--- config.mk ---
export PLATFORM = sky130hd
export DESIGN_NAME = mm_queue
export DESIGN_NICKNAME = d
export VERILOG_FILES = /design/src/sv/matrix_multiply_assert.svh /design/src/sv/mm_pkg.sv /design/src/sv/mm_queue.sv
export SDC_FILE = /design/constraint.sdc
export NUM_CORES = 1
export LEC_CHECK = 0
export ABC_AREA = 0
export ABC_CLOCK_PERIOD_IN_PS = 2500
export CAP_MARGIN = 15
export CORE_MARGIN = 2
export CORE_UTILIZATION = 62
export DETAILED_ROUTE_END_ITERATION = 16
export DONT_BUFFER_PORTS = 1
export HOLD_SLACK_MARGIN = 0.03
export PLACE_DENSITY = 0.82
export SYNTH_ARGS = -nofsm -noshare
export SYNTH_HDL_FRONTEND = slang
export SYNTH_SLANG_ARGS = --single-unit
export TNS_END_PERCENT = 10
--- constraint.sdc ---
create_clock -name clk_i -period 2.5 [get_ports clk_i]
set_clock_uncertainty 0.15 [all_clocks]
set_input_delay 0.75 -clock clk_i [delete_from_list [all_inputs] [get_ports clk_i]]
set_output_delay 0.75 -clock clk_i [all_outputs]
set_load 0.01 [all_outputs]
--- src/sv/matrix_multiply_assert.svh ---
// Assertion macros for the matrix multiply RTL.
`ifndef MATRIX_MULTIPLY_ASSERT_SVH
`define MATRIX_MULTIPLY_ASSERT_SVH
`ifndef SYNTHESIS
`define MM_ASSERT(lbl, prop, msg) \
  lbl: assert property (@(posedge clk_i) disable iff (!rst_ni) (prop)) else $error(msg);
`define MM_ASSERT_IMPL(lbl, ante, cons, msg) \
  lbl: assert property (@(posedge clk_i) disable iff (!rst_ni) (ante) |-> (cons)) \
    else $error(msg);
`else
`define MM_ASSERT(lbl, prop, msg)
`define MM_ASSERT_IMPL(lbl, ante, cons, msg)
`endif
`endif

--- src/sv/mm_pkg.sv ---
// Types and constants shared by the matrix multiply modules.
`timescale 1ns / 1ps
`default_nettype none
package mm_pkg;

  localparam int REQ_W     = 2;
  localparam int ROW_W     = 3;
  localparam int VAL_W     = 32;
  localparam int DIM_W     = 4;
  localparam int CFG_IDX_W = 2;

  localparam int QUEUE_DEPTH = 4;
  localparam int QPTR_W      = 2;
  localparam int QCNT_W      = 3;

  localparam int PROD_W = 64;
  localparam int FRAC_W = 16;
  localparam int TERM_W = PROD_W - FRAC_W;
  localparam int ACC_W  = 52;

  localparam logic [DIM_W-1:0] A_ROWS_RST     = 4'd2;
  localparam logic [DIM_W-1:0] INNER_SIZE_RST = 4'd2;
  localparam logic [DIM_W-1:0] B_COLS_RST     = 4'd8;

  typedef enum logic [REQ_W-1:0] {
    REQ_WRITE_A = 2'd0,
    REQ_WRITE_B = 2'd1,
    REQ_COMPUTE = 2'd2
  } req_type_e;

  typedef enum logic [CFG_IDX_W-1:0] {
    CFG_A_ROWS     = 2'd0,
    CFG_INNER_SIZE = 2'd1,
    CFG_B_COLS     = 2'd2
  } cfg_reg_e;

  typedef enum logic [1:0] {
    CMD_LOAD_A,
    CMD_LOAD_B,
    CMD_COMPUTE
  } cmd_op_e;

  typedef enum logic {
    BK_IDLE,
    BK_RUN
  } back_state_e;

  typedef struct packed {
    logic [REQ_W-1:0]        req_type;
    logic [ROW_W-1:0]        row_index;
    logic [ROW_W-1:0]        col_index;
    logic signed [VAL_W-1:0] element_value;
  } req_t;

  typedef struct packed {
    logic [ROW_W-1:0]        out_row;
    logic [ROW_W-1:0]        out_col;
    logic signed [VAL_W-1:0] out_value;
    logic                    last;
  } res_t;

  // Effective (clamped) dimensions.
  typedef struct packed {
    logic [DIM_W-1:0] a_rows;
    logic [DIM_W-1:0] inner_size;
    logic [DIM_W-1:0] b_cols;
  } dims_t;

  typedef struct packed {
    cmd_op_e                 op;
    logic [ROW_W-1:0]        row;
    logic [ROW_W-1:0]        col;
    logic signed [VAL_W-1:0] value;
  } cmd_t;

  typedef struct packed {
    logic empty;
    logic full;
  } qstat_t;

endpackage
`default_nettype wire

--- src/sv/mm_queue.sv ---
// Short command queue between the front end and the execution unit.
`timescale 1ns / 1ps
`default_nettype none
module mm_queue import mm_pkg::*; (
  input  wire logic clk_i,
  input  wire logic rst_ni,
  input  wire logic push_i,
  input  wire cmd_t cmd_i,
  input  wire logic pop_i,
  output cmd_t      head_o,
  output qstat_t    qstat_o
);

  cmd_t              slot_q [QUEUE_DEPTH];
  logic [QPTR_W-1:0] wr_ptr_q, rd_ptr_q;
  logic [QCNT_W-1:0] cnt_q;

  always_ff @(posedge clk_i) begin
    if (push_i) begin
      slot_q[wr_ptr_q] <= cmd_i;
    end
  end

  always_ff @(posedge clk_i or negedge rst_ni) begin
    if (!rst_ni) begin
      wr_ptr_q <= '0;
      rd_ptr_q <= '0;
      cnt_q    <= '0;
    end else begin
      if (push_i) begin
        wr_ptr_q <= wr_ptr_q + QPTR_W'(1);
      end
      if (pop_i) begin
        rd_ptr_q <= rd_ptr_q + QPTR_W'(1);
      end
      if (push_i && !pop_i) begin
        cnt_q <= cnt_q + QCNT_W'(1);
      end else if (pop_i && !push_i) begin
        cnt_q <= cnt_q - QCNT_W'(1);
      end
    end
  end

  assign head_o        = slot_q[rd_ptr_q];
  assign qstat_o.empty = (cnt_q == '0);
  assign qstat_o.full  = (cnt_q == QCNT_W'(QUEUE_DEPTH));

endmodule
`default_nettype wire

## Word level (Yosys, flattened, before mapping)

Memories as Yosys holds them, arrays and structs flattened.
Index checks and enable logic that the tools add are counted.

| operators by class | value |
|---|---|
| $add $sub $neg | 4 |
| eq/ne operators | 1 |
| muxes and demuxes | 4 |
| reductions and logical operators | 6 |

Operator list:

| cell | number |
|---|---|
| $mux W3 | 2 |
| $add A2 B1 Y2 const B | 2 |
| $add A3 B1 Y3 const B | 1 |
| $eq A3 B3 Y1 const B | 1 |
| $logic_not A3 Y1 | 1 |
| $sub A3 B1 Y3 const B | 1 |
| $logic_and A1 B1 Y1 | 2 |
| $logic_not A1 Y1 | 2 |
| $mux W1 | 2 |
| $reduce_bool A2 Y1 | 1 |

| storage, ports and cells | value |
|---|---|
| flip-flop bits (word level) | 7 |
| memory bits (writable) | 160 |
| word-level logic and storage cells | 19 |
| memories | 1 |

Memory list:

| name | words | width | read ports | clocked after memory_dff | wr ports | line | text |
|---|---|---|---|---|---|---|---|
| slot_q | 4 | 40 | 1 | 0 | 1 | mm_queue.sv:14 | `cmd_t slot_q [QUEUE_DEPTH];` |

## Longest topological paths before layout

| logic depth | value |
|---|---|
| word-level depth | 4 |
| gate-level depth with buffers | 7 |

## Least setup slack after synthesis

OpenSTA, ideal clock, no wires.

| timing path | value |
|---|---|
| path type | input port to flip-flop |
| start point | input push_i |
| end point | memory slot_q[3][0] (netlist bit), enable pin |
| arrival time | 1722 ps |
| data required time | 1949 ps |
| setup slack | 227 ps |
| stages on the path | 1 |
| path buffers | 0 |
| path through | and2_1 |

| on the way | value |
|---|---|
| cells in the longest elaborated chain, start to end | 2 |

RTL lines:

| item | line | text |
|---|---|---|
| from (decl) | mm_queue.sv:7 | `input wire logic push_i,` |
| $mux W1 | mm_queue.sv:19 | `if (push_i) begin` |
| $mux W1 (not written as such) | mm_queue.sv:20 | `slot_q[wr_ptr_q] <= cmd_i;` |
| to (decl) | mm_queue.sv:14 |  |

No other way between the ends.

==> results list <==
- Most instantiated cells after synthesis: edfxtp_1 (160), mux4_2 (38), dfrtp_1 (7)
* Synthesized flop and latch total: 167
- Across all register-to-register paths, the minimum setup slack is between 800 and 900 ps.
- Violated checks: setup timing
- Worst-case hold path end point: slot_q[1][12]
- In the final layout, flip-flops and latches occupy 4982 um2.
- Clock tree synthesis selected as its root buffer the cell clkbuf_8.
* Critical-path maximum fanout: 8
- Required time worst endpoint: ~1600 ps
* Drc violations: 0
* Initial DRC count: roughly 150
- Summed over all nets, the switching power comes to between 2 and 3 mW.
- Counting flops with an async set or reset pin after synthesis yields a share of 0.04192.
- Combinational fraction of design power: 0.273
* Gr ovfl total: 0
* Status: finished, violations left
- Clock-pin transition on the worst setup and hold timing paths: 70 ps
- In this run the number of H-tree levels came out at 4.
- Wire per inst: roughly 28 um
* Area leader, netlist: edfxtp_1
- Once detail routing completed, the nets flagged for antenna violations numbered 0.
* Worst max-slew margin expressed relative to the limit: 0.7194
- Worst Hold Class: primary input to flop
* I/O pin count: 86
- Cell area after synthesis: 6218 um2
* Dominant delay contributor by cell family on the critical path: multiplexers
- The first global-routing pass estimated around 17,000 um of wire.
* Proportion of power drawn by the clock network: 0.295
- Setup repair after global routing missed its margin: yes
- Measured along the y axis, the die boundary spans approximately 100 um.
- The via count of the first global-routing pass came to 2,794.
* Worst EP arrival: 1820 ps
* Reg2Reg Capture Point: slot_q[1][18]
* Synthesized netlist net count: 294
- CP Buf/Inv Count: 2
* Hold wc startpoint: cmd_i[12]
* Number of pins exceeding their max-slew limit in the final report: 0
- The clock reaches the later pin of the worst-skew pair after 520 ps.
- Critical path's slowest cell: mux4_2
* Core Footprint: 9774 um2
- The HPWL after detailed placement is about 6500 um.
* Post-route setup slack: -216.9 ps
- The signal on the critical path passes through buf_8 > buf_12 > mux4_2.
- Cell internal power was estimated by the tool at about 6.4 mW.
- Relative to the synthesized area, the layout overhead comes to 15.07%.
* Ys Warns: 0
- Number of different library cells in the post-synthesis netlist: 20
- Clock tree sinks: roughly 170
- Number of stages on the worst hold path: 0
* Post-detailed-route via-to-cell ratio: about 6.2
- In this run the deepest clock path goes through 2 buffers.
* Sort of element at the start of the critical path: flop
- The share of synthesized area in the top cell type comes to 0.7726.
- Net count, final: roughly 320
- Number of detailed-routing iterations run before antenna repair: 4
- During placement, the flow inserted port buffers numbering 0.
- Final design utilization: 0.7321
- Library cell with the highest instance count after synthesis: edfxtp_1
- Worst VDD drop: around 0.78 mV
- Critical path depth: 3
- Setup violations remaining at the end of the flow were counted as 40.
- Leak Pwr: ~2.4 nW
- Area taken by multi-input logic gates: approximately 1100 um2
* Routability congestion estimate: between 0.6 and 0.7
- The final hold violation count came to 0.
- The repair_antennas step left the layout with diodes totalling 0.
- Mean instance size in the synthesized netlist: between 20 and 30 um2
* Number of flops mapped to enable cells by yosys: 160
- TritonCTS clock tree: built
* Clock buffers created by TritonCTS: 17
- After floorplanning, the core was divided into 36 placement rows.
- Crit path kind: flop to primary output
* Period minus WS final: between 2000 and 3000 ps
* Initial cell density of the core: 0.6362
- Final period util: 1.087
* Worst setup slack before clock tree synthesis: 258.6 ps
- Via count: roughly 2,600
- For the worst flop-to-flop path, the logic depth is 4.
* Primary FF master, synth: edfxtp_1
- Die outline area: 10,850 um2
- Maximum operating frequency: between 300 and 400 MHz
- Transition time at the pin with the least slew margin: roughly 420 ps
* Sw Share: 0.2883
* Sequential fraction of the synthesis area: 0.8008
* Ranking of synthesized cells by area: edfxtp_1 (77%), mux4_2 (14%), dfrtp_1 (2.8%), buf_12 (1.3%), ha_1 (1.0%)
- Count of mapped cells out of synthesis: 244
* Maximum number of pins on one net before global-route repair: 30
* Wire length reported by the detailed router: 11,640 um
- On the worst path, the slowest cell contributes a delay of a little under 600 ps.
* GRT Util Overall: 0.2303
- Launch instance of the worst register-to-register path: wr_ptr_q[1]
* Power density cells: about 1300 nW/um2
* Share of layout cells above drive strength 1: 0.3357
* Sequential Power Share: 0.432
* Number of antenna violations at the first check in global routing: 0
* Max-cap viol count: 0
- Fillers: roughly 530
- The floorplan step set the die width to around 100 um.
* Critical path endpoint category: primary output
-- metrics by stage --
stage	cell area, um2	power, mW	cells	setup TNS [ps]	hold WS [ps]
2_1_floorplan	6218	5.588	244	0	304.4
3_5_place_dp	6392	6.016	379	0	304.6
6_report	7156	8.965	419	-7449	163.2
5_1_grt	7156	9.298	419	-9942	139.7
3_3_place_gp	6392	5.910	379	0	304.6
4_1_cts	7127	8.997	418	-8699	140.6
-- layout by cell type (no fill, tap or decap), types with 4 or more instances in the layout --
master / count
edfxtp_1: 160
mux4_2: 40
clkbuf_16: 17
buf_4: 11
ha_1: 5
dfrtp_1: 5
inv_1: 4
and2_2: 4
xor2_1: 4
inv_8: 4
inv_6: 4
-- layout make-up --
cell class	count	area share
flip-flops and latches	167	0.6963
inverters	4	0.002098
repair buffers	20	0.03917
clock inverters	15	0.02675
clock buffers	17	0.05788
well taps	133	0.02326
multi-input cells	63	0.1546
-- power groups by stage --
stage                     logic, mW  clock network [mW]  registers [mW]
after floorplan                1.75                   0            3.84
after global placement         2.06                   0            3.85
after detailed placement       2.11                   0            3.91
after CTS                      2.45                2.69            3.87
after global routing           2.59                2.80            3.91
final                          2.44                2.65            3.87
-- routing by layer --
metal  routed length (um)  share of wire  track usage
met5                    0              0            0
met4                  204          0.018      0.08398
met3                  655          0.056      0.07519
met2                 6303           0.54       0.3839
met1                 4474           0.38       0.2867
-- repair_timing --
item                       4_1_cts  5_1_grt
buffers inserted                 3        0
gates cloned                     3        1
gates resized for setup          8        1
hold endpoints to repair         7        0
hold buffers                     1        0
setup endpoints to repair       40       40
-- registers in the layout, summed over array words and instances, names as in the netlist --
register and count:
slot_q 160, cnt_q 3, rd_ptr_q 2, wr_ptr_q 2
-- cells by family (layout without fill, tap and decap cells) --
logic type,Yosys count,count (layout),share of synthesized area
simple gates,9,9,0.007846
fa+ha+maj,6,6,0.01328
compound gates,1,1,0.0008041
mux,41,41,0.1479
flops,167,167,0.8008
xor+xnor,6,6,0.008451
buf+inv,14,56,0.02092
-- worst max path at each step --
stage	startpoint	to	slack (ps)
4_1_cts	rd_ptr_q[0]	head_o[17]	-260
3_3_place_gp	rd_ptr_q[0]	head_o[35]	300
3_5_place_dp	rd_ptr_q[0]	head_o[26]	260
5_1_grt	rd_ptr_q[0]	head_o[17]	-280
6_report	rd_ptr_q[0]	head_o[17]	-220
2_1_floorplan	push_i	slot_q[3][0]	230
Note: power is estimated with default switching activity, not from simulation.
