`src/sv/matrix_multiply_assert.svh`:
```
// Assertion macros for the matrix multiply RTL.
`ifndef MATRIX_MULTIPLY_ASSERT_SVH
`define MATRIX_MULTIPLY_ASSERT_SVH
`ifndef SYNTHESIS
`define MM_ASSERT(lbl, prop, msg) \
  lbl: assert property (@(posedge clk_i) disable iff (!rst_ni) (prop)) else $error(msg);
`define MM_ASSERT_IMPL(lbl, ante, cons, msg) \
  lbl: assert property (@(posedge clk_i) disable iff (!rst_ni) (ante) |-> (cons)) \
    else $error(msg);
`else
`define MM_ASSERT(lbl, prop, msg)
`define MM_ASSERT_IMPL(lbl, ante, cons, msg)
`endif
`endif

```
`src/sv/mm_pkg.sv`:
```
// Types and constants shared by the matrix multiply modules.
`timescale 1ns / 1ps
`default_nettype none
package mm_pkg;

  localparam int REQ_W     = 2;
  localparam int ROW_W     = 3;
  localparam int VAL_W     = 32;
  localparam int DIM_W     = 4;
  localparam int CFG_IDX_W = 2;

  localparam int QUEUE_DEPTH = 4;
  localparam int QPTR_W      = 2;
  localparam int QCNT_W      = 3;

  localparam int PROD_W = 64;
  localparam int FRAC_W = 16;
  localparam int TERM_W = PROD_W - FRAC_W;
  localparam int ACC_W  = 52;

  localparam logic [DIM_W-1:0] A_ROWS_RST     = 4'd2;
  localparam logic [DIM_W-1:0] INNER_SIZE_RST = 4'd2;
  localparam logic [DIM_W-1:0] B_COLS_RST     = 4'd8;

  typedef enum logic [REQ_W-1:0] {
    REQ_WRITE_A = 2'd0,
    REQ_WRITE_B = 2'd1,
    REQ_COMPUTE = 2'd2
  } req_type_e;

  typedef enum logic [CFG_IDX_W-1:0] {
    CFG_A_ROWS     = 2'd0,
    CFG_INNER_SIZE = 2'd1,
    CFG_B_COLS     = 2'd2
  } cfg_reg_e;

  typedef enum logic [1:0] {
    CMD_LOAD_A,
    CMD_LOAD_B,
    CMD_COMPUTE
  } cmd_op_e;

  typedef enum logic {
    BK_IDLE,
    BK_RUN
  } back_state_e;

  typedef struct packed {
    logic [REQ_W-1:0]        req_type;
    logic [ROW_W-1:0]        row_index;
    logic [ROW_W-1:0]        col_index;
    logic signed [VAL_W-1:0] element_value;
  } req_t;

  typedef struct packed {
    logic [ROW_W-1:0]        out_row;
    logic [ROW_W-1:0]        out_col;
    logic signed [VAL_W-1:0] out_value;
    logic                    last;
  } res_t;

  // Effective (clamped) dimensions.
  typedef struct packed {
    logic [DIM_W-1:0] a_rows;
    logic [DIM_W-1:0] inner_size;
    logic [DIM_W-1:0] b_cols;
  } dims_t;

  typedef struct packed {
    cmd_op_e                 op;
    logic [ROW_W-1:0]        row;
    logic [ROW_W-1:0]        col;
    logic signed [VAL_W-1:0] value;
  } cmd_t;

  typedef struct packed {
    logic empty;
    logic full;
  } qstat_t;

endpackage
`default_nettype wire

```
`src/sv/mm_front.sv`:
```
// Front end: configuration registers, request checking and queue push.
`timescale 1ns / 1ps
`default_nettype none
module mm_front import mm_pkg::*; #(
  parameter int MAX_DIM = 8
) (
  input  wire logic                 clk_i,
  input  wire logic                 rst_ni,
  input  wire logic                 start_i,
  input  wire req_t                 req_i,
  input  wire logic                 cfg_valid_i,
  input  wire logic [CFG_IDX_W-1:0] cfg_index_i,
  input  wire logic [DIM_W-1:0]     cfg_data_i,
  input  wire qstat_t               qstat_i,
  output dims_t                     dims_o,
  output logic                      push_o,
  output cmd_t                      cmd_o
);

  logic [DIM_W-1:0] a_rows_q, inner_size_q, b_cols_q;
  logic             cmd_ok;

  function automatic logic [DIM_W-1:0] eff_dim(input logic [DIM_W-1:0] v);
    logic [DIM_W-1:0] r;
    r = v;
    if (v == '0) begin
      r = DIM_W'(1);
    end else if (v > DIM_W'(MAX_DIM)) begin
      r = DIM_W'(MAX_DIM);
    end
    return r;
  endfunction

  always_ff @(posedge clk_i or negedge rst_ni) begin
    if (!rst_ni) begin
      a_rows_q     <= A_ROWS_RST;
      inner_size_q <= INNER_SIZE_RST;
      b_cols_q     <= B_COLS_RST;
    end else if (cfg_valid_i) begin
      unique case (cfg_reg_e'(cfg_index_i))
        CFG_A_ROWS:     a_rows_q     <= cfg_data_i;
        CFG_INNER_SIZE: inner_size_q <= cfg_data_i;
        CFG_B_COLS:     b_cols_q     <= cfg_data_i;
        default: ;
      endcase
    end
  end

  assign dims_o.a_rows     = eff_dim(a_rows_q);
  assign dims_o.inner_size = eff_dim(inner_size_q);
  assign dims_o.b_cols     = eff_dim(b_cols_q);

  // Classify the request; drop out-of-range loads and unknown codes.
  always_comb begin
    cmd_ok       = 1'b0;
    cmd_o.op     = CMD_COMPUTE;
    cmd_o.row    = req_i.row_index;
    cmd_o.col    = req_i.col_index;
    cmd_o.value  = req_i.element_value;
    unique case (req_type_e'(req_i.req_type))
      REQ_WRITE_A: begin
        cmd_o.op = CMD_LOAD_A;
        cmd_ok   = (DIM_W'(req_i.row_index) < dims_o.a_rows) &&
                   (DIM_W'(req_i.col_index) < dims_o.inner_size);
      end
      REQ_WRITE_B: begin
        cmd_o.op = CMD_LOAD_B;
        cmd_ok   = (DIM_W'(req_i.row_index) < dims_o.inner_size) &&
                   (DIM_W'(req_i.col_index) < dims_o.b_cols);
      end
      REQ_COMPUTE: begin
        cmd_o.op = CMD_COMPUTE;
        cmd_ok   = 1'b1;
      end
      default: ;
    endcase
  end

  assign push_o = start_i && !qstat_i.full && cmd_ok;

endmodule
`default_nettype wire

```
`config.mk`:
```
export PLATFORM = sky130hd
export DESIGN_NAME = mm_front
export DESIGN_NICKNAME = d
export VERILOG_FILES = /design/src/sv/matrix_multiply_assert.svh /design/src/sv/mm_pkg.sv /design/src/sv/mm_front.sv
export SDC_FILE = /design/constraint.sdc
export NUM_CORES = 1
export LEC_CHECK = 0
export ABC_AREA = 0
export BUFFER_PORTS_ARGS = -buffer_cell sky130_fd_sc_hd__buf_2
export CAP_MARGIN = 20
export CORE_ASPECT_RATIO = 0.75
export CORE_MARGIN = 5
export CORE_UTILIZATION = 25
export DETAILED_ROUTE_END_ITERATION = 8
export HOLD_SLACK_MARGIN = 0.08
export PLACE_DENSITY = 0.64
export SYNTH_ARGS = -nofsm -noshare
export SYNTH_HDL_FRONTEND = slang
export SYNTH_SLANG_ARGS = --single-unit
export TNS_END_PERCENT = 10
```
`constraint.sdc`:
```
create_clock -name clk_i -period 3.19 [get_ports clk_i]
set_clock_uncertainty 0.2 [all_clocks]
set_input_delay 0.1595 -clock clk_i [delete_from_list [all_inputs] [get_ports clk_i]]
set_output_delay 0.1595 -clock clk_i [all_outputs]
set_load 0.005 [all_outputs]
```
# ---- Word level (Yosys, flattened, before mapping)
# Cells that the tools add are included.
dict set report op_classes {
  n_eq_ne 4
  magnitude_cmp 7
  reduce_logical 13
  muxes 8
}
# op n
set ops {}
lappend ops {{$mux W4} 6}
lappend ops {{$lt A3 B4 Y1} 4}
lappend ops {{$gt A4 B4 Y1 const B} 3}
lappend ops {{$logic_not A4 Y1} 3}
lappend ops {{$reduce_and A2 Y1} 3}
lappend ops {{$eq A2 B1 Y1 const B} 2}
lappend ops {{$eq A2 B2 Y1 const B} 2}
lappend ops {{$logic_and A1 B1 Y1} 4}
lappend ops {{$logic_not A2 Y1} 2}
lappend ops {{$pmux W2 S2} 1}
lappend ops {{$pmux W1 S3} 1}
lappend ops {{$logic_not A1 Y1} 1}
dict set report totals {
  reg_bits 12
  elab_cells 35
}

# ---- Logic depth before layout (Yosys ltp)
# Gate-level depths: netlist (run 1).
dict set report depth {
  ltp_word 7
  depth_mapped 6
}

# ---- Worst setup path before layout (run 1)
# No wires, ideal clock.
dict set report synth_path {
  kind {reg-to-output}
  start {reg a_rows_q[3]}
  end {out push_o}
  t_required_ps 2830
  path_stages_with_launch 7
  t_arrival_ps 1445
  n_path_buf 0
  setup_slack_ps 1385
  cell_sequence {dfrtp_1 -> nand2b_1 -> ha_1 -> o21a_1 -> nor2_1 -> a2111oi_4 -> o22ai_1}
}
dict set report synth_via {
  elab_chain_len 7
}
# item line_no
set synth_lines {}
lappend synth_lines {{start: declaration} mm_front.sv:20} ;# logic [DIM_W-1:0] a_rows_q, inner_size_q, b_cols_q;
lappend synth_lines {{start signal: assignment} mm_front.sv:41} ;# CFG_A_ROWS: a_rows_q <= cfg_data_i;
lappend synth_lines {{$gt A4 B4 Y1} mm_front.sv:28} ;# end else if (v > DIM_W'(MAX_DIM)) begin
lappend synth_lines {{$mux W4} mm_front.sv:28}
lappend synth_lines {{$mux W4 *} mm_front.sv:26} ;# if (v == '0) begin
lappend synth_lines {{$lt A3 B4 Y1 *} mm_front.sv:63} ;# cmd_ok = (DIM_W'(req_i.row_index) < dims_o.a_rows) &&
lappend synth_lines {{$logic_and A1 B1 Y1 *} mm_front.sv:63}
lappend synth_lines {{$pmux W1 S3 *} mm_front.sv:60} ;# unique case (req_type_e'(req_i.req_type))
lappend synth_lines {{$logic_and A1 B1 Y1 *} mm_front.sv:79} ;# assign push_o = start_i && !qstat_i.full && cmd_ok;
lappend synth_lines {{end: declaration} mm_front.sv:16} ;# output logic push_o,
# Every way passes the cells marked *; elsewhere a longest branch is shown, timed or not.

# ---- Worst setup path in the final report (run 1)
# Ends and elaborated chain as after synthesis.

==> metrics.md, run 1 <==
| Metric | Value |
|---|---|
| Status | `finished, final reports clean` |
| Final GP Congestion | `slightly above 0.7` |
| Via-to-Cell Ratio | `around 4.2` |
| Routed WL | `about 2200 µm` |
| Async set-reset flop share out of synthesis | `1.000` |
| Initial Utilization | `0.2554` |
| Count of final setup violators | `0` |
| Most Crowded Layer GR | `met2` |
| Post-synth EDFFs | `0` |
| First-pass GRT wire length | `3601 µm` |
| Commonest non-fill, non-tap cells in the layout | `buf_2, mux2_2, dfrtp_1` |
| Mapped Area | `approximately 0.0011 mm²` |
| Total power | `around 0.56 mW` |
| GR Util All Layers | `0.07883` |
| Setup slack, reg-to-reg | `about 2.1 ns` |
| Crit-path max FO | `6` |
| Fmax | `432.1 MHz` |
| Initial antenna violation count | `0` |
| Worst Path Arrival | `approximately 2.0 ns` |
| Die X-Extent | `87.54 µm` |
| Placed insts | `170` |
| Setup_tns | `0 ns` |
| Setup CP Type | `register to primary output` |
| Global route overflow | `0` |
| Syn Area/Cell | `9.718 µm²` |
| CTS Sinks | `12` |
| Worst slew pin tran | `~0.37 ns` |
| End of the critical path | `push_o` |
| Cts bufs inserted | `3` |
| Worst skew pair latency | `0.24 ns` |
| Mapped Nets | `roughly 180` |
| Largest net degree at the start of global routing | `13` |
| Vias in the first global route | `approximately 700` |
| Worst setup SP type | `register` |
| Worst R2R End | `inner_size_q[3]` |
| DRC | `0` |
| Die Ht | `roughly 68 µm` |
| Final Max Slew Viols | `0` |
| RSZ-0062 raised after global routing | `false` |
| Worst Reg-to-Reg Cells | `1` |
| Layout fillers | `between 400 and 500` |
| Synth Flop Type | `dfrtp_1` |
| P per Cell Area | `~470 mW/mm²` |
| Row cnt | `21` |
| Clock-pin slew on the worst setup and hold paths | `about 0.05 ns` |
| Commonest non-fill, non-tap cell in the layout | `buf_2` |
| CP Capture Type | `primary output` |
| Yosys top cell area share | `0.2531` |
| RR Startpoint | `inner_size_q[3]` |
| Non-filler cells, final | `between 150 and 200` |
| Post-synth cell types | `27` |
| GR Layer Usage met1 | `0.1027` |
| Total die area | `around 0.006 mm²` |
| Hold Vio Cnt, Final | `0` |
| Peak supply drop | `between 0.0001 and 0.00015 V` |
| I/O pin count | `between 100 and 150` |
| Htree depth | `1` |
| Final ANT Viol Nets | `0` |
| Register area share after synthesis | `0.2697` |
| Synth Instances | `approximately 120` |
| Relative slew slack | `0.7522` |
| Core Box Area | `0.004414 mm²` |
| Detailed-route via count | `roughly 750` |
| Cell types occupying the most area after synthesis | `buf_4, dfrtp_1, mux2_2, ha_1, dfstp_2` |
| Final core occ | `0.2693` |
| Post-CTS resize count | `0` |
| Nets | `approximately 180` |
| Ant. Diodes | `0` |
| MaxCap Viol Count | `0` |
| Syn. warnings | `0` |
| Crit path launch | `a_rows_q[3]` |
| Detail Placement HPWL | `roughly 2000 µm` |
| Synth area leader | `buf_4` |
| Worst Path Required | `2.83 ns` |
| Hold Crit Class | `input pin to primary output` |
| Synthesis-stage register bit count | `12` |
| CTS tree | `done` |
| GR met3 Demand/Resource | `0.04091` |
| CTS Buffer Depth | `2` |
| Final min period | `between 2 and 2.5 ns` |
| Share of post-route cells with drive strength above 1 | `0.5164` |
| Clock root buffer | `clkbuf_8` |
| DRT iter0 DRCs | `28` |
| Routed wire per std cell | `approximately 13 µm` |
| Area grow syn2layout | `5.438%` |
| Met2 GRT Util | `0.1137` |
| LEAKAGE | `between 0.5 and 0.6 nW` |
| Drt first pass iters | `4` |
| Port bufs | `39` |
| Period Utilization, post-route | `0.7255` |
==> cells in the mapped netlist (2+ instances only) <==
library cell   n
ha_1           8
dfstp_2        3
nor4_1         2
buf_4         38
o21ba_2        2
nand2b_1       7
nor2_1         6
dfrtp_1        9
nand3b_1       2
inv_1          6
mux2_2        12
clkbuf_1       4
nor3_1         3
==> kinds of logic after synthesis <==
kind of cell	Yosys count	synth area share
DFF	12	0.2697
AOI/OAI and AO/OA	10	0.08880
buffers and inverters	48	0.2863
adders and majority gates	8	0.08879
and+or+nand+nor	26	0.1465
muxes	12	0.1199
==> where the power goes <==
part | internal [mW] | total (mW) | leakage (nW) | switching, mW
Clock | 0.0878 | 0.141 | 0.0228 | 0.0532
Sequential | 0.187 | 0.218 | 0.138 | 0.0303
Combinational | 0.108 | 0.197 | 0.410 | 0.0891
Total | 0.383 | 0.556 | 0.571 | 0.173
==> routing by layer <==
| metal | wire, µm | share of wire | up-vias |
|---|---|---|---|
| li1 | - | - | 367 |
| met1 | 1040 | 0.46 | 331 |
| met2 | 892 | 0.40 | 40 |
| met3 | 282 | 0.13 | 9 |
| met4 | 31 | 0.014 | 0 |
| met5 | 0 | 0 | - |
==> layout make-up <==
cell class,instances,area (µm²),share of cell area
repair buffers,44,245.2,0.2063
well taps,57,71.32,0.06000
clock buffers,4,45.04,0.03789
flip-flops and latches,12,304.0,0.2558
inverters,6,22.52,0.01895
multi-input cells,56,500.5,0.4211
==> worst min path at each step <==
stage | startpoint | to | slack (ns) | cells past startpoint
4_1_cts | req_i[1] | cmd_o[1] | 0.12 | 0
6_report | req_i[10] | cmd_o[10] | 0.12 | 0
5_1_grt | req_i[16] | cmd_o[16] | 0.12 | 0
3_5_place_dp | rst_ni | a_rows_q[0] | -0.14 | 1
2_1_floorplan | rst_ni | a_rows_q[0] | -0.34 | 0
3_3_place_gp | rst_ni | a_rows_q[0] | -0.15 | 1
==> metrics by stage <==
step | setup slack [ns] | cell area (µm²) | hold WS, ns
after CTS | 0.8579 | 1189 | 0.1190
after global routing | 0.7361 | 1189 | 0.1190
after floorplan | 1.385 | 1127 | -0.3361
after detailed placement | 1.126 | 1094 | -0.1444
after global placement | 1.163 | 1094 | -0.1536
final | 0.8755 | 1189 | 0.1190
==> what timing repair did <==
item                      in CTS  in global routing
hold buffers                   5                  0
hold endpoints to repair      24                  0
buffers inserted               0                  0
==> worst max-delay path, stage by stage, from the launching register on <==
cell and delay [ns]:
dfrtp_1 0.45, nand2b_1 0.21, ha_1 0.28, o21a_1 0.11
nor2_1 0.06, a2111oi_4 0.33, o22ai_1 0.14, buf_2 0.15
==> flip-flops by register name, indices dropped and copies added (netlist names) <==
name	cells
a_rows_q	4
b_cols_q	4
inner_size_q	4
Power figures use the tool's default switching activity.
==> inputs of run 2 (changes only) <==
- ABC_AREA: 0 -> 1
- PLACE_DENSITY: 0.64 -> 0.63
- clock period: 3.19 -> 2.36 ns (I/O delays scaled with it)
==> run 2 against run 1 <==
- largest power group is now combinational logic
- clock-buffer cell count unchanged
- total power up 47%
- routed wire length up 32%
- area after synthesis up 3.7%
- sequential power up 28%
- register-to-register slack worse by 0.80 ns
- sequential share of layout area down 6.1 points
- sequential cell count unchanged
- global-route usage up 1.4 points
==> metrics.md, run 2 <==
| Metric | Value |
|---|---|
| Status | `finished, final reports clean` |
| Switching Fraction | `0.3317` |
| Synth area leader | `buf_4` |
| Nets | `roughly 270` |
| Combinational share of power | `0.389` |
| Most instantiated library cell after synthesis | `buf_4` |
| Setup_tns | `0 ns` |
| Worst Path Arrival | `about 1.8 ns` |
| Final ANT Viol Nets | `0` |
| Cell Int Power | `around 0.55 mW` |
| First-pass GRT wire length | `roughly 4600 µm` |
| DRT iter0 DRCs | `22` |
| Multi-input gate area | `roughly 430 µm²` |
| GR Util All Layers | `0.09244` |
| CTS tree | `done` |
| Switching power | `between 0.2 and 0.3 mW` |
| Post-route worst setup slack | `between 0.2 and 0.25 ns` |
| Total die area | `~0.0062 mm²` |
| Synthesis-stage register bit count | `12` |
| Non-filler cells, final | `roughly 270` |
| Die X-Extent | `just under 90 µm` |
| Die Ht | `just under 70 µm` |
| Ant. Diodes | `0` |
| Worst setup SP type | `register` |
| Final min period | `around 2.1 ns` |
| Global route overflow | `0` |
| MaxCap Viol Count | `0` |
| Commonest non-fill, non-tap cells in the layout | `buf_2, nand2_1, dlygate4sd3_1` |
| Vias in the first global route | `1,019` |
| Commonest cells post-synth | `buf_4, nand2_1, inv_1` |
| Worst skew pair latency | `0.24 ns` |
| Routed wire per std cell | `about 11 µm` |
| Detailed-route via count | `around 1,100` |
| Final Max Slew Viols | `0` |
| LEAKAGE | `~0.89 nW` |
| Hold Crit Class | `input pin to asynchronous set/reset pin` |
| Core Box Area | `about 0.0045 mm²` |
| CTS Sinks | `12` |
| Mapped Nets | `approximately 230` |
| Post-Place Cell Area | `0.001135 mm²` |
| Routed WL | `approximately 3000 µm` |
| Via-to-Cell Ratio | `a little under 4` |
| Mapped Area | `0.001169 mm²` |
| CTS Buffer Depth | `2` |
| Placed insts | `approximately 230` |
| Worst slew pin tran | `between 0.2 and 0.3 ns` |
| Detail Placement HPWL | `approximately 2000 µm` |
| Post-synth cell types | `16` |
| Drt first pass iters | `4` |
| Cts bufs inserted | `3` |
| I/O pin count | `105` |
| DP Worst Slack | `~0.46 ns` |
| Peak supply drop | `0.0003625 V` |
| Count of final setup violators | `0` |
| Fmax | `around 470 MHz` |
| Largest net degree at the start of global routing | `13` |
| Area grow syn2layout | `33.83%` |
| P per Cell Area | `around 520 mW/mm²` |
| Clock root buffer | `clkbuf_8` |
| Register area share after synthesis | `0.2602` |
| RSZ-0062 raised after global routing | `false` |
| Synth Flop Type | `dfrtp_1` |
| Initial antenna violation count | `0` |
| Row cnt | `21` |
| DRC | `0` |
| Post-synth EDFFs | `0` |
| Share of post-route cells with drive strength above 1 | `0.2547` |
| Yosys top cell area share | `0.2441` |
| Synth Instances | `roughly 170` |
| Cell types occupying the most area after synthesis | `buf_4, dfrtp_1, nand2_1, inv_1, ha_1` |
| Syn. warnings | `0` |
| Clock power share | `0.270` |
| Final GP Congestion | `around 0.7` |
| Htree depth | `1` |
| Relative slew slack | `0.8074` |
| Period Utilization, post-route | `0.9100` |
| Port bufs | `39` |
| Worst Path Required | `about 2.0 ns` |
| Layout fillers | `~490` |
| Post-CTS Setup Bufs | `0` |
| Seq pwr share | `0.342` |
| Initial Utilization | `0.2601` |
| Clock-pin slew on the worst setup and hold paths | `0.05 ns` |
| Commonest non-fill, non-tap cell in the layout | `buf_2` |
| Syn Area/Cell | `about 6.7 µm²` |
| Crit-path max FO | `3` |
| Hold Vio Cnt, Final | `0` |
| Regs by FF count | `a_rows_q (4), b_cols_q (4), inner_size_q (4)` |
| Design area | `0.001564 mm²` |
| Async set-reset flop share out of synthesis | `1.000` |
| Seq. cell area | `approximately 300 µm²` |
| Setup CP Type | `register to primary output` |
| CP Capture Type | `primary output` |
run 2: cell count changes after synthesis, moves of 5 or more:
| cell | previous run | this run |
|---|---|---|
| inv_1 | 6 | 30 |
| inv_2 | 0 | 6 |
| mux2_2 | 12 | 0 |
| nand2_1 | 0 | 37 |
| nand2b_1 | 7 | 0 |
| nand3_1 | 0 | 9 |
| nor2_1 | 6 | 11 |
| o21ai_0 | 1 | 12 |
run 2: kinds of logic after synthesis:
group           share of synthesized area
fa+ha+maj                         0.08566
simple gates                       0.1927
flops                              0.2602
buf+inv                            0.3726
compound gates                    0.08887
run 2: path summary, 6_finish.rpt:
check	start	endpoint	slack, ns	cells after the start
worst min register to register	b_cols_q[0]	b_cols_q[0]	0.31	2
worst max register to register	b_cols_q[3]	b_cols_q[3]	1.33	2
worst min-delay path	rst_ni	b_cols_q[1]	0.09	2
max in group asynchronous	rst_ni	inner_size_q[1]	1.60	2
min in group clk_i	cfg_valid_i	inner_size_q[1]	0.11	3
worst max-delay path	b_cols_q[1]	push_o	0.21	13
run 2: metal layers:
layer / global-route usage / wire length (µm) / vias up
li1: - / - / 561
met1: 0.1191 / 1223 / 448
met2: 0.1549 / 1476 / 42
met3: 0.02613 / 270 / 0
met4: 0.01488 / 0 / 0
met5: 0 / 0 / -
run 2: metrics by stage:
step	util	hold WS [ns]	total power, mW
3_5_place_dp	0.2526	-0.1893	0.5486
6_report	0.3481	0.08968	0.8198
2_1_floorplan	-	-0.3776	0.4939
5_1_grt	0.3481	0.09468	0.9029
4_1_cts	0.3473	0.08610	0.8343
3_3_place_gp	0.2526	-0.1960	0.5392
run 2: timing repair:
item / CTS / global route
hold buffers: 37 / 0
endpoints found under the hold margin: 56 / 0
setup endpoints to repair: 0 / 1
gates resized for setup: 0 / 1
run 2: final cells by class:
class,count,area share
Timing Repair Buffer,76,0.3616
Multi-Input combinational cell,84,0.2768
Sequential cell,12,0.1944
Inverter,36,0.08640
Tap cell,57,0.04560
Clock buffer,4,0.03520
run 2: power by group through the flow:
stage | clock network, mW | logic [mW] | registers, mW
2_1_floorplan | 0 | 0.221 | 0.273
4_1_cts | 0.231 | 0.323 | 0.280
5_1_grt | 0.243 | 0.374 | 0.286
3_3_place_gp | 0 | 0.257 | 0.282
3_5_place_dp | 0 | 0.265 | 0.283
6_report | 0.221 | 0.319 | 0.280
run 2: worst max-delay path, cell delays in order, from the launching register on:
cell      delay [ns]
dfrtp_1         0.38
inv_2           0.07
nand3_1         0.09
a21oi_2         0.14
inv_1           0.05
ha_1            0.26
nand2_1         0.07
nand2_1         0.05
nand2_1         0.05
nand2_1         0.06
o21bai_1        0.14
nor2_1          0.05
nor2_1          0.07
buf_2           0.11
